`config.mk`:
```
export PLATFORM = sky130hd
export DESIGN_NAME = totp_code_generator
export DESIGN_NICKNAME = d
export VERILOG_FILES = /design/src/hdl/totp_pkg.sv /design/src/hdl/totp_ctrl.sv /design/src/hdl/totp_dp.sv /design/src/hdl/totp_code_generator.sv
export SDC_FILE = /design/constraint.sdc
export NUM_CORES = 2
export LEC_CHECK = 0
export ABC_CLOCK_PERIOD_IN_PS = 18600
export BUFFER_PORTS_ARGS = -buffer_cell sky130_fd_sc_hd__buf_2
export CELL_PAD_IN_SITES_DETAIL_PLACEMENT = 1
export CELL_PAD_IN_SITES_GLOBAL_PLACEMENT = 1
export CORE_ASPECT_RATIO = 0.9
export CORE_MARGIN = 1
export CORE_UTILIZATION = 33
export DETAILED_ROUTE_END_ITERATION = 12
export PLACE_DENSITY_LB_ADDON = 0.15
export SLEW_MARGIN = 25
export SYNTH_ARGS = -nofsm -noshare
export SYNTH_HDL_FRONTEND = slang
export SYNTH_SLANG_ARGS = --single-unit
export TNS_END_PERCENT = 1
```
`constraint.sdc`:
```
create_clock -name clk_i -period 18.6 [get_ports clk_i]
set_clock_uncertainty 0.05 [all_clocks]
set_input_delay 2.79 -clock clk_i [delete_from_list [all_inputs] [get_ports clk_i]]
set_output_delay 2.79 -clock clk_i [all_outputs]
set_load 0.05 [all_outputs]
```
`src/hdl/totp_pkg.sv`:
```
// TOTP generator package: shared types, constants and SHA-1 helpers.
// Used by totp_ctrl, totp_dp and totp_code_generator.
package totp_pkg;

  localparam int unsigned CodeModulusDefault = 1000000;
  localparam int unsigned CodeW = 20;

  typedef enum logic [2:0] {
    CFG_KEY0 = 3'd0,
    CFG_KEY1 = 3'd1,
    CFG_KEY2 = 3'd2,
    CFG_KEY3 = 3'd3,
    CFG_KLEN = 3'd4,
    CFG_STEP = 3'd5
  } cfg_idx_e;

  typedef enum logic [3:0] {
    ST_IDLE,
    ST_DIV,
    ST_LOAD,
    ST_ROUND,
    ST_FOLD,
    ST_TRUNC,
    ST_MOD,
    ST_OUT
  } ctrl_state_e;

  // Message sources for one compression, in processing order.
  typedef enum logic [1:0] {
    BLK_KEY_IPAD,
    BLK_INNER_TAIL,
    BLK_KEY_OPAD,
    BLK_OUTER_TAIL
  } blk_sel_e;

  typedef struct packed {
    logic     div_start;
    logic     load;
    blk_sel_e blk;
    logic     chain_init;
    logic     round;
    logic     fold;
    logic     save_ihash;
    logic     trunc;
  } dp_cmd_t;

  typedef struct packed {
    logic div_done;
    logic round_last;
    logic mod_done;
  } dp_sts_t;

  localparam logic [159:0] ShaInit =
    160'h67452301_EFCDAB89_98BADCFE_10325476_C3D2E1F0;

  function automatic logic [31:0] sha_k(input logic [6:0] r);
    logic [31:0] k;
    if (r < 7'd20) k = 32'h5A827999;
    else if (r < 7'd40) k = 32'h6ED9EBA1;
    else if (r < 7'd60) k = 32'h8F1BBCDC;
    else k = 32'hCA62C1D6;
    return k;
  endfunction

  function automatic logic [31:0] sha_f(input logic [6:0] r, input logic [31:0] b,
                                        input logic [31:0] c, input logic [31:0] d);
    logic [31:0] f;
    if (r < 7'd20) f = (b & c) | (~b & d);
    else if (r >= 7'd40 && r < 7'd60) f = (b & c) | (b & d) | (c & d);
    else f = b ^ c ^ d;
    return f;
  endfunction

endpackage

```
`src/hdl/totp_ctrl.sv`:
```
// TOTP controller: sequences division, four SHA-1 compressions, truncation, modulo.
// Depends on totp_pkg.
module totp_ctrl
  import totp_pkg::*;
(
  input  logic    clk_i,
  input  logic    rst_ni,
  input  logic    in_valid_i,
  output logic    in_ready_o,
  output logic    out_valid_o,
  input  logic    out_ready_i,
  input  dp_sts_t sts_i,
  output dp_cmd_t cmd_o
);

  ctrl_state_e state_q, state_d;
  logic [1:0]  blk_q, blk_d;

  always_ff @(posedge clk_i or negedge rst_ni) begin
    if (!rst_ni) begin
      state_q <= ST_IDLE;
      blk_q   <= 2'd0;
    end else begin
      state_q <= state_d;
      blk_q   <= blk_d;
    end
  end

  always_comb begin
    state_d     = state_q;
    blk_d       = blk_q;
    cmd_o       = '0;
    cmd_o.blk   = blk_sel_e'(blk_q);
    in_ready_o  = 1'b0;
    out_valid_o = 1'b0;
    case (state_q)
      ST_IDLE: begin
        in_ready_o = 1'b1;
        if (in_valid_i) begin
          cmd_o.div_start = 1'b1;
          state_d = ST_DIV;
        end
      end
      ST_DIV: begin
        if (sts_i.div_done) begin
          blk_d = 2'd0;
          state_d = ST_LOAD;
        end
      end
      ST_LOAD: begin
        cmd_o.load = 1'b1;
        // blocks 0 and 2 start a fresh chain
        cmd_o.chain_init = (blk_q == 2'd0) || (blk_q == 2'd2);
        state_d = ST_ROUND;
      end
      ST_ROUND: begin
        cmd_o.round = 1'b1;
        if (sts_i.round_last) state_d = ST_FOLD;
      end
      ST_FOLD: begin
        cmd_o.fold = 1'b1;
        cmd_o.save_ihash = (blk_q == 2'd1);
        if (blk_q == 2'd3) begin
          state_d = ST_TRUNC;
        end else begin
          blk_d = blk_q + 2'd1;
          state_d = ST_LOAD;
        end
      end
      ST_TRUNC: begin
        cmd_o.trunc = 1'b1;
        state_d = ST_MOD;
      end
      ST_MOD: begin
        if (sts_i.mod_done) state_d = ST_OUT;
      end
      ST_OUT: begin
        out_valid_o = 1'b1;
        if (out_ready_i) state_d = ST_IDLE;
      end
      default: state_d = ST_IDLE;
    endcase
  end

endmodule

```
`src/hdl/totp_dp.sv`:
```
// TOTP datapath: restoring divider, SHA-1 round engine, truncation, modulo unit.
// Depends on totp_pkg; driven by totp_ctrl.
module totp_dp
  import totp_pkg::*;
#(
  parameter int unsigned CODE_MODULUS = CodeModulusDefault
) (
  input  logic              clk_i,
  input  logic              rst_ni,
  input  logic [63:0]       unix_time_i,
  input  logic [255:0]      key_i,
  input  logic [5:0]        key_len_i,
  input  logic [31:0]       step_i,
  input  dp_cmd_t           cmd_i,
  output dp_sts_t           sts_o,
  output logic [CodeW-1:0]  code_o
);

  localparam logic [31:0] Modulus = 32'(CODE_MODULUS);
  localparam int unsigned RecipShift = 31 + $clog2(CODE_MODULUS);
  localparam logic [31:0] Recip = 32'((64'd1 << RecipShift) / 64'(CODE_MODULUS));

  // ---- counter = time / step, one quotient bit a cycle
  logic [63:0] dq_q, dq_d;
  logic [32:0] drem_q, drem_d;
  logic [31:0] dstep_q;
  logic [6:0]  dcnt_q, dcnt_d;
  logic        dbusy_q, dbusy_d;
  logic [32:0] dtry;

  always_comb begin
    dq_d = dq_q; drem_d = drem_q; dcnt_d = dcnt_q; dbusy_d = dbusy_q;
    dtry = {drem_q[31:0], dq_q[63]};
    if (cmd_i.div_start) begin
      dq_d = unix_time_i; drem_d = '0; dcnt_d = '0; dbusy_d = 1'b1;
    end else if (dbusy_q) begin
      if (dtry >= {1'b0, dstep_q}) begin
        drem_d = dtry - {1'b0, dstep_q};
        dq_d   = {dq_q[62:0], 1'b1};
      end else begin
        drem_d = dtry;
        dq_d   = {dq_q[62:0], 1'b0};
      end
      dcnt_d = dcnt_q + 7'd1;
      if (dcnt_q == 7'd63) dbusy_d = 1'b0;
    end
  end

  always_ff @(posedge clk_i or negedge rst_ni) begin
    if (!rst_ni) begin
      dbusy_q <= 1'b0;
      dcnt_q  <= '0;
    end else begin
      dbusy_q <= dbusy_d;
      dcnt_q  <= dcnt_d;
    end
  end

  always_ff @(posedge clk_i) begin
    dq_q   <= dq_d;
    drem_q <= drem_d;
    if (cmd_i.div_start) dstep_q <= (step_i == 32'd0) ? 32'd1 : step_i;
  end

  assign sts_o.div_done = dbusy_q && (dcnt_q == 7'd63);

  // ---- masked key
  logic [255:0] kmask;
  logic [5:0]   klen;
  assign klen = (key_len_i > 6'd32) ? 6'd32 : key_len_i;
  always_comb begin
    for (int i = 0; i < 32; i++) begin
      kmask[255-8*i -: 8] = (6'(i) < klen) ? key_i[255-8*i -: 8] : 8'h00;
    end
  end

  // ---- message block select
  logic [159:0] ihash_q, h_q;
  logic [511:0] blk;
  always_comb begin
    case (cmd_i.blk)
      BLK_KEY_IPAD:   blk = {kmask, 256'h0} ^ {64{8'h36}};
      BLK_KEY_OPAD:   blk = {kmask, 256'h0} ^ {64{8'h5C}};
      BLK_INNER_TAIL: blk = {dq_q, 8'h80, 376'h0, 64'd576};
      BLK_OUTER_TAIL: blk = {ihash_q, 8'h80, 280'h0, 64'd672};
      default:        blk = '0;
    endcase
  end

  // ---- SHA-1 rounds, one per cycle, 16-word schedule window
  logic [511:0] w_q;
  logic [31:0]  a_q, b_q, c_q, d_q, e_q;
  logic [6:0]   rnd_q;
  logic [31:0]  wt, wnew, tsum, wx;

  assign wt   = w_q[511 -: 32];
  assign wx   = w_q[95:64] ^ w_q[255:224] ^ w_q[447:416] ^ w_q[511:480];
  assign wnew = {wx[30:0], wx[31]};
  assign tsum = {a_q[26:0], a_q[31:27]} + sha_f(rnd_q, b_q, c_q, d_q) + e_q
                + sha_k(rnd_q) + wt;
  assign sts_o.round_last = (rnd_q == 7'd79);

  always_ff @(posedge clk_i or negedge rst_ni) begin
    if (!rst_ni) rnd_q <= '0;
    else if (cmd_i.load) rnd_q <= '0;
    else if (cmd_i.round) rnd_q <= rnd_q + 7'd1;
  end

  always_ff @(posedge clk_i) begin
    if (cmd_i.load) begin
      w_q <= blk;
      if (cmd_i.chain_init) begin
        h_q <= ShaInit;
        {a_q, b_q, c_q, d_q, e_q} <= ShaInit;
      end else begin
        {a_q, b_q, c_q, d_q, e_q} <= h_q;
      end
    end else if (cmd_i.round) begin
      w_q <= {w_q[479:0], wnew};
      a_q <= tsum;
      b_q <= a_q;
      c_q <= {b_q[1:0], b_q[31:2]};
      d_q <= c_q;
      e_q <= d_q;
    end else if (cmd_i.fold) begin
      h_q[159:128] <= h_q[159:128] + a_q;
      h_q[127:96]  <= h_q[127:96]  + b_q;
      h_q[95:64]   <= h_q[95:64]   + c_q;
      h_q[63:32]   <= h_q[63:32]   + d_q;
      h_q[31:0]    <= h_q[31:0]    + e_q;
    end
    if (cmd_i.save_ihash) begin
      ihash_q <= {h_q[159:128] + a_q, h_q[127:96] + b_q, h_q[95:64] + c_q,
                  h_q[63:32] + d_q, h_q[31:0] + e_q};
    end
  end

  // ---- dynamic truncation
  logic [3:0]  off;
  logic [31:0] tword;
  assign off   = h_q[3:0];
  assign tword = h_q[159 - 8*off -: 32];

  // ---- modulo: reciprocal multiply, multiply back, one correction step
  logic [30:0] mw_q;
  logic [30:0] mqt_q;
  logic [31:0] mrem_q;
  logic [1:0]  mstg_q;
  logic [62:0] mprod;
  logic [31:0] mback;

  assign mprod = 63'(mw_q) * 63'(Recip);
  assign mback = 32'(mqt_q) * Modulus;

  always_ff @(posedge clk_i or negedge rst_ni) begin
    if (!rst_ni) mstg_q <= '0;
    else if (cmd_i.trunc) mstg_q <= 2'd1;
    else if (mstg_q != 2'd0) mstg_q <= mstg_q + 2'd1;
  end

  always_ff @(posedge clk_i) begin
    if (cmd_i.trunc) mw_q <= tword[30:0];
    if (mstg_q == 2'd1) mqt_q <= 31'(mprod >> RecipShift);
    if (mstg_q == 2'd2) mrem_q <= 32'(mw_q) - mback;
    else if (mstg_q == 2'd3 && mrem_q >= Modulus) mrem_q <= mrem_q - Modulus;
  end

  assign sts_o.mod_done = (mstg_q == 2'd3);
  assign code_o = mrem_q[CodeW-1:0];

  mod_bounded: assert property (@(posedge clk_i) disable iff (!rst_ni)
    (mstg_q == 2'd3) |-> ({1'b0, mrem_q} < {Modulus, 1'b0}))
    else $error("remainder out of range");
  div_bounded: assert property (@(posedge clk_i) disable iff (!rst_ni)
    dbusy_q |-> (drem_q < {1'b0, dstep_q})) else $error("divider remainder out of range");
  rnd_range: assert property (@(posedge clk_i) disable iff (!rst_ni)
    cmd_i.round |-> (rnd_q < 7'd80)) else $error("round index overrun");

endmodule

```
`src/hdl/totp_code_generator.sv`:
```
// TOTP code generator top level: configuration registers, controller, datapath.
// Depends on totp_pkg, totp_ctrl and totp_dp.
//
// Usage: write key bytes (regs 0-3), key length (4) and time step (5) on the
// cfg port while idle. Send a 64-bit Unix time on the s_axis channel; the
// 20-bit code appears on m_axis with one item out for every item in.
// From the accepting edge, an item passes through the counter divider
// (one quotient bit a cycle), the four SHA-1 compressions on a
// single round engine (inner key block, inner counter block, then the two
// outer blocks), truncation and the modulo unit (reciprocal
// multiply, multiply back, correction). One item is in flight at a time, so
// a new time is accepted only after the previous code has been handed off.
// Reset clears the key to zero, key length to 20 and time step to 30, and
// leaves the block ready for input. When the receiver stalls, the code is
// held on m_axis_tdata and no new item is accepted until it is taken.
module totp_code_generator
  import totp_pkg::*;
#(
  parameter int unsigned CODE_MODULUS = CodeModulusDefault
) (
  input  logic        clk_i,
  input  logic        rst_ni,
  input  logic        s_axis_tvalid,
  output logic        s_axis_tready,
  input  logic [63:0] s_axis_tdata,   // [63:0] unix_time
  output logic        m_axis_tvalid,
  input  logic        m_axis_tready,
  output logic [23:0] m_axis_tdata,   // [19:0] code, [23:20] zero
  input  logic        cfg_we_i,
  input  logic [2:0]  cfg_idx_i,
  input  logic [63:0] cfg_data_i
);

  logic [255:0] key_q;
  logic [5:0]   klen_q;
  logic [31:0]  step_q;

  always_ff @(posedge clk_i or negedge rst_ni) begin
    if (!rst_ni) begin
      key_q  <= '0;
      klen_q <= 6'd20;
      step_q <= 32'd30;
    end else if (cfg_we_i) begin
      case (cfg_idx_e'(cfg_idx_i))
        CFG_KEY0: key_q[255:192] <= cfg_data_i;
        CFG_KEY1: key_q[191:128] <= cfg_data_i;
        CFG_KEY2: key_q[127:64]  <= cfg_data_i;
        CFG_KEY3: key_q[63:0]    <= cfg_data_i;
        CFG_KLEN: klen_q <= cfg_data_i[5:0];
        CFG_STEP: step_q <= cfg_data_i[31:0];
        default: ;
      endcase
    end
  end

  dp_cmd_t          cmd;
  dp_sts_t          sts;
  logic [CodeW-1:0] code;

  totp_ctrl u_ctrl (
    .clk_i       (clk_i),
    .rst_ni      (rst_ni),
    .in_valid_i  (s_axis_tvalid),
    .in_ready_o  (s_axis_tready),
    .out_valid_o (m_axis_tvalid),
    .out_ready_i (m_axis_tready),
    .sts_i       (sts),
    .cmd_o       (cmd)
  );

  totp_dp #(.CODE_MODULUS(CODE_MODULUS)) u_dp (
    .clk_i       (clk_i),
    .rst_ni      (rst_ni),
    .unix_time_i (s_axis_tdata),
    .key_i       (key_q),
    .key_len_i   (klen_q),
    .step_i      (step_q),
    .cmd_i       (cmd),
    .sts_o       (sts),
    .code_o      (code)
  );

  assign m_axis_tdata = {4'h0, code};

  no_accept_busy: assert property (@(posedge clk_i) disable iff (!rst_ni)
    m_axis_tvalid |-> !s_axis_tready) else $error("input taken while result pending");
  out_held: assert property (@(posedge clk_i) disable iff (!rst_ni)
    (m_axis_tvalid && !m_axis_tready) |=> $stable(m_axis_tdata))
    else $error("code changed under stall");
  one_result: assert property (@(posedge clk_i) disable iff (!rst_ni)
    (s_axis_tvalid && s_axis_tready) |=> !m_axis_tvalid) else $error("result too early");

endmodule

```
==> metrics.cfg <==
[drt]
vias = 74266
detail-route-antenna-nets = 0
drc = 0
first_pass_iters = 6
drt-initial-drc-count = 8252
wirelength_mm = 419
routedWlPerCell_um = 31.9
via_per_inst = 5.66

[timing]
whs_ns = 0.427
period_share = 0.464
maxSlewViolCount = 0
final_hold_viol_count = 0
rsz0062_at_grt = false
worstMarginPinSlew_ns = 1.16
maxSlewHeadroom = 0.218
fmax_mhz = 116
setup_violations = 0
fin_crit_ns = 8.62
tns_ns = 0

[status]
outcome = completed

[pwr]
seqPwrFrac = 0.335
p_sw_uw = 7250
clkPwrFrac = 0.205
leakagePower_uw = 0.0471
irDropWorstVdd_v = 0.000225
swShare = 0.414
powerDensity_nw_per_um2 = 159
pwr-share-comb = 0.460
power.internal_uw = 10200

[finish]
seqCellArea_um2 = 43500
nFillCells = 32466
nNetsFinal = 10373
multi_input_area_um2 = 51400
drive_gt1_frac = 0.111
design_area_um2 = 110000
layout.cells.non_filler = 13127
utilization = 0.369
area_growth_pct = 10.9

[critical_path]
critPathMaxStageDelay_ns = 0.64
crit_path_frequent_cell = fa_1
slowest_stage = o21ai_1
cp_max_fo = 6
path_delay_family = adder cells
required_ns = 19.14
critPathKind = flip-flop to flip-flop
start_kind = flip-flop
path_buf_inv = 6
arrival_ns = 9.16
cp-end-kind = flip-flop

[grt]
gr-total-overflow = 0
antenna_found_initial = 62
gr-usage-all-layers = 0.271
grt_pass1_wl_mm = 587
grt_pass1_vias = 73806
grt_max_degree = 215

[floorplan]
initial_utilization = 0.333
core_um2 = 299000
io_pins = 162
dieArea_um2 = 304000
rows = 190
dieWidth_um = 581
die_h_um = 523

[yosys]
synth.distinct_cells = 90
ys_warn_count = 0
synth_edf_count = 1163
yosys.area.top_type = edfxtp_1
synth_area_leaders = edfxtp_1 35%, fa_1 9.6%, ha_1 9.1%, dfrtp_1 7.8%, nand2_1 3.9%
synthArstFlopShare = 0.209
syn-cell-area_um2 = 99500
ys_seq_area_frac = 0.437
avgSynthCellArea_um2 = 11.0
ys_ff_latch = 1511
ys.flop_type = edfxtp_1
synthCells = 9064
synth_top_area_frac = 0.351

[cts]
htreeDepth = 4
cts_buffers = 186
cts_buffer_depth = 4
clkSlewWorstSetupHoldPaths_ns = 0.07
post_cts_buffers = 0
cts-root-buf = clkbuf_16
cts_tree = built
cts_hold_buf = 0
clkLatencyLatePin_ns = 0.87
cts-resized-gates = 0
clock-sinks = 1511

[run]
drv_cap = 0

[min_path]
hold_class = flip-flop to flip-flop

[placed_design]
dpl.hpwl_mm = 321
placed_cells = 12778
portBuffers = 157
place.gp.congestion = 0.956
place_area_um2 = 104000

## cell usage after synthesis (31+ instances only)
master	instances
nand2b_1	143
nand3_1	203
ha_1	726
a32o_1	31
edfxtp_1	1163
inv_1	753
mux4_2	65
buf_1	47
dfxtp_1	32
a21oi_1	429
xor2_1	146
o21a_1	46
o21bai_1	34
clkbuf_1	419
and3_1	40
a211oi_1	88
nand4_1	32
mux2i_1	169
nor2b_1	75
dfrtp_1	310
a221oi_1	73
fa_1	479
a31oi_1	108
xnor2_1	221
nor2_1	379
o21ai_0	542
nand2_1	1045
mux2_2	327
a21o_1	294
and2_1	154
o31ai_1	36
nor3_1	77
## final timing paths
| path | start | to | slack, ns | depth (start not counted) |
|---|---|---|---|---|
| max in group asynchronous | rst_ni | u_dp.rnd_q[0]$_DFFE_PN0P_ | 14.90 | 3 |
| setup / recovery | u_dp.mw_q[6]$_DFFE_PP_ | u_dp.mqt_q[6]$_DFFE_PN_ | 9.98 | 25 |
| hold reg to reg | step_q[5]$_DFFE_PN0P_ | u_dp.dstep_q[5]$_SDFFCE_PN0P_ | 0.43 | 0 |
| hold / removal | step_q[5]$_DFFE_PN0P_ | u_dp.dstep_q[5]$_SDFFCE_PN0P_ | 0.43 | 0 |
| min in group asynchronous | rst_ni | key_q[13]$_DFFE_PN0P_ | 1.81 | 1 |
| setup reg to reg | u_dp.mw_q[6]$_DFFE_PP_ | u_dp.mqt_q[6]$_DFFE_PN_ | 9.98 | 25 |
## kinds of logic (layout without fill, tap and decap cells)
group	Yosys count	count (layout)	share of synthesized area
fa+ha+maj	1205	1205	0.188
buf+inv	1260	1368	0.0488
xor+xnor	367	367	0.0323
other cells	1	20	0.0000377
mux	561	561	0.0687
simple gates	2248	2248	0.103
compound gates	1911	1911	0.122
flops	1511	1511	0.437
## area by class of cell
type | instances | share of cell area
well taps | 3936 | 0.0447
inverters | 758 | 0.0259
multi-input cells | 6296 | 0.466
flip-flops and latches | 1511 | 0.394
clock inverters | 65 | 0.00467
repair buffers | 279 | 0.0163
clock buffers | 266 | 0.0476
diodes | 16 | 0.000363
## routing by layer
metal,track usage,part of all wire,vias up,routed length [µm]
li1,-,-,32043,-
met3,0.0584,0.087,344,36600
met1,0.421,0.49,39163,204000
met2,0.383,0.41,2704,170000
met4,0.0523,0.020,12,8460
met5,0,0.00021,-,89
## registers in the layout, summed over array words and instances (netlist names), 3 cells and up
name	cells
klen_q	6
u_dp.w_q	512
u_dp.mrem_q	32
u_dp.a_q	32
u_ctrl.state_q	3
u_dp.h_q	160
step_q	32
u_dp.dstep_q	32
u_dp.dcnt_q	7
u_dp.d_q	32
u_dp.mw_q	31
u_dp.drem_q	32
u_dp.rnd_q	7
u_dp.e_q	32
u_dp.dq_q	64
u_dp.b_q	32
u_dp.mqt_q	12
key_q	256
u_dp.c_q	32
u_dp.ihash_q	160
## metrics by stage
stage	total power (µW)	setup slack, ns
floorplan	10800	2.91
global placement	13600	9.80
detailed placement	13800	10.11
CTS	17400	10.14
global route	18400	9.68
finish	17500	9.98
## cells in the final DEF (no fill, tap or decap), types with 75 or more instances in the layout
cell / netlist / layout
xor2_1: 146 / 145
buf_4: 26 / 113
a21o_1: 294 / 293
ha_1: 726 / 722
a31oi_1: 108 / 108
nand2b_1: 143 / 141
a211oi_1: 88 / 87
nand3_1: 203 / 202
inv_1: 753 / 753
a21oi_1: 429 / 428
nand2_1: 1045 / 1042
fa_1: 479 / 479
edfxtp_1: 1163 / 1163
nor2_1: 379 / 368
dfrtp_1: 310 / 309
o21ai_0: 542 / 538
clkbuf_16: 0 / 190
nor3_1: 77 / 75
and2_1: 154 / 154
mux2_2: 327 / 327
xnor2_1: 221 / 220
buf_2: 7 / 156
mux2i_1: 169 / 169
## power by group through the flow
stage | clock (µW) | sequential [µW] | combinational [µW]
floorplan | 0 | 5380 | 5380
global placement | 0 | 5850 | 7730
detailed placement | 0 | 5870 | 7910
CTS | 3640 | 5810 | 7970
global route | 3750 | 5890 | 8780
finish | 3580 | 5860 | 8050
Power figures use the tool's default switching activity.
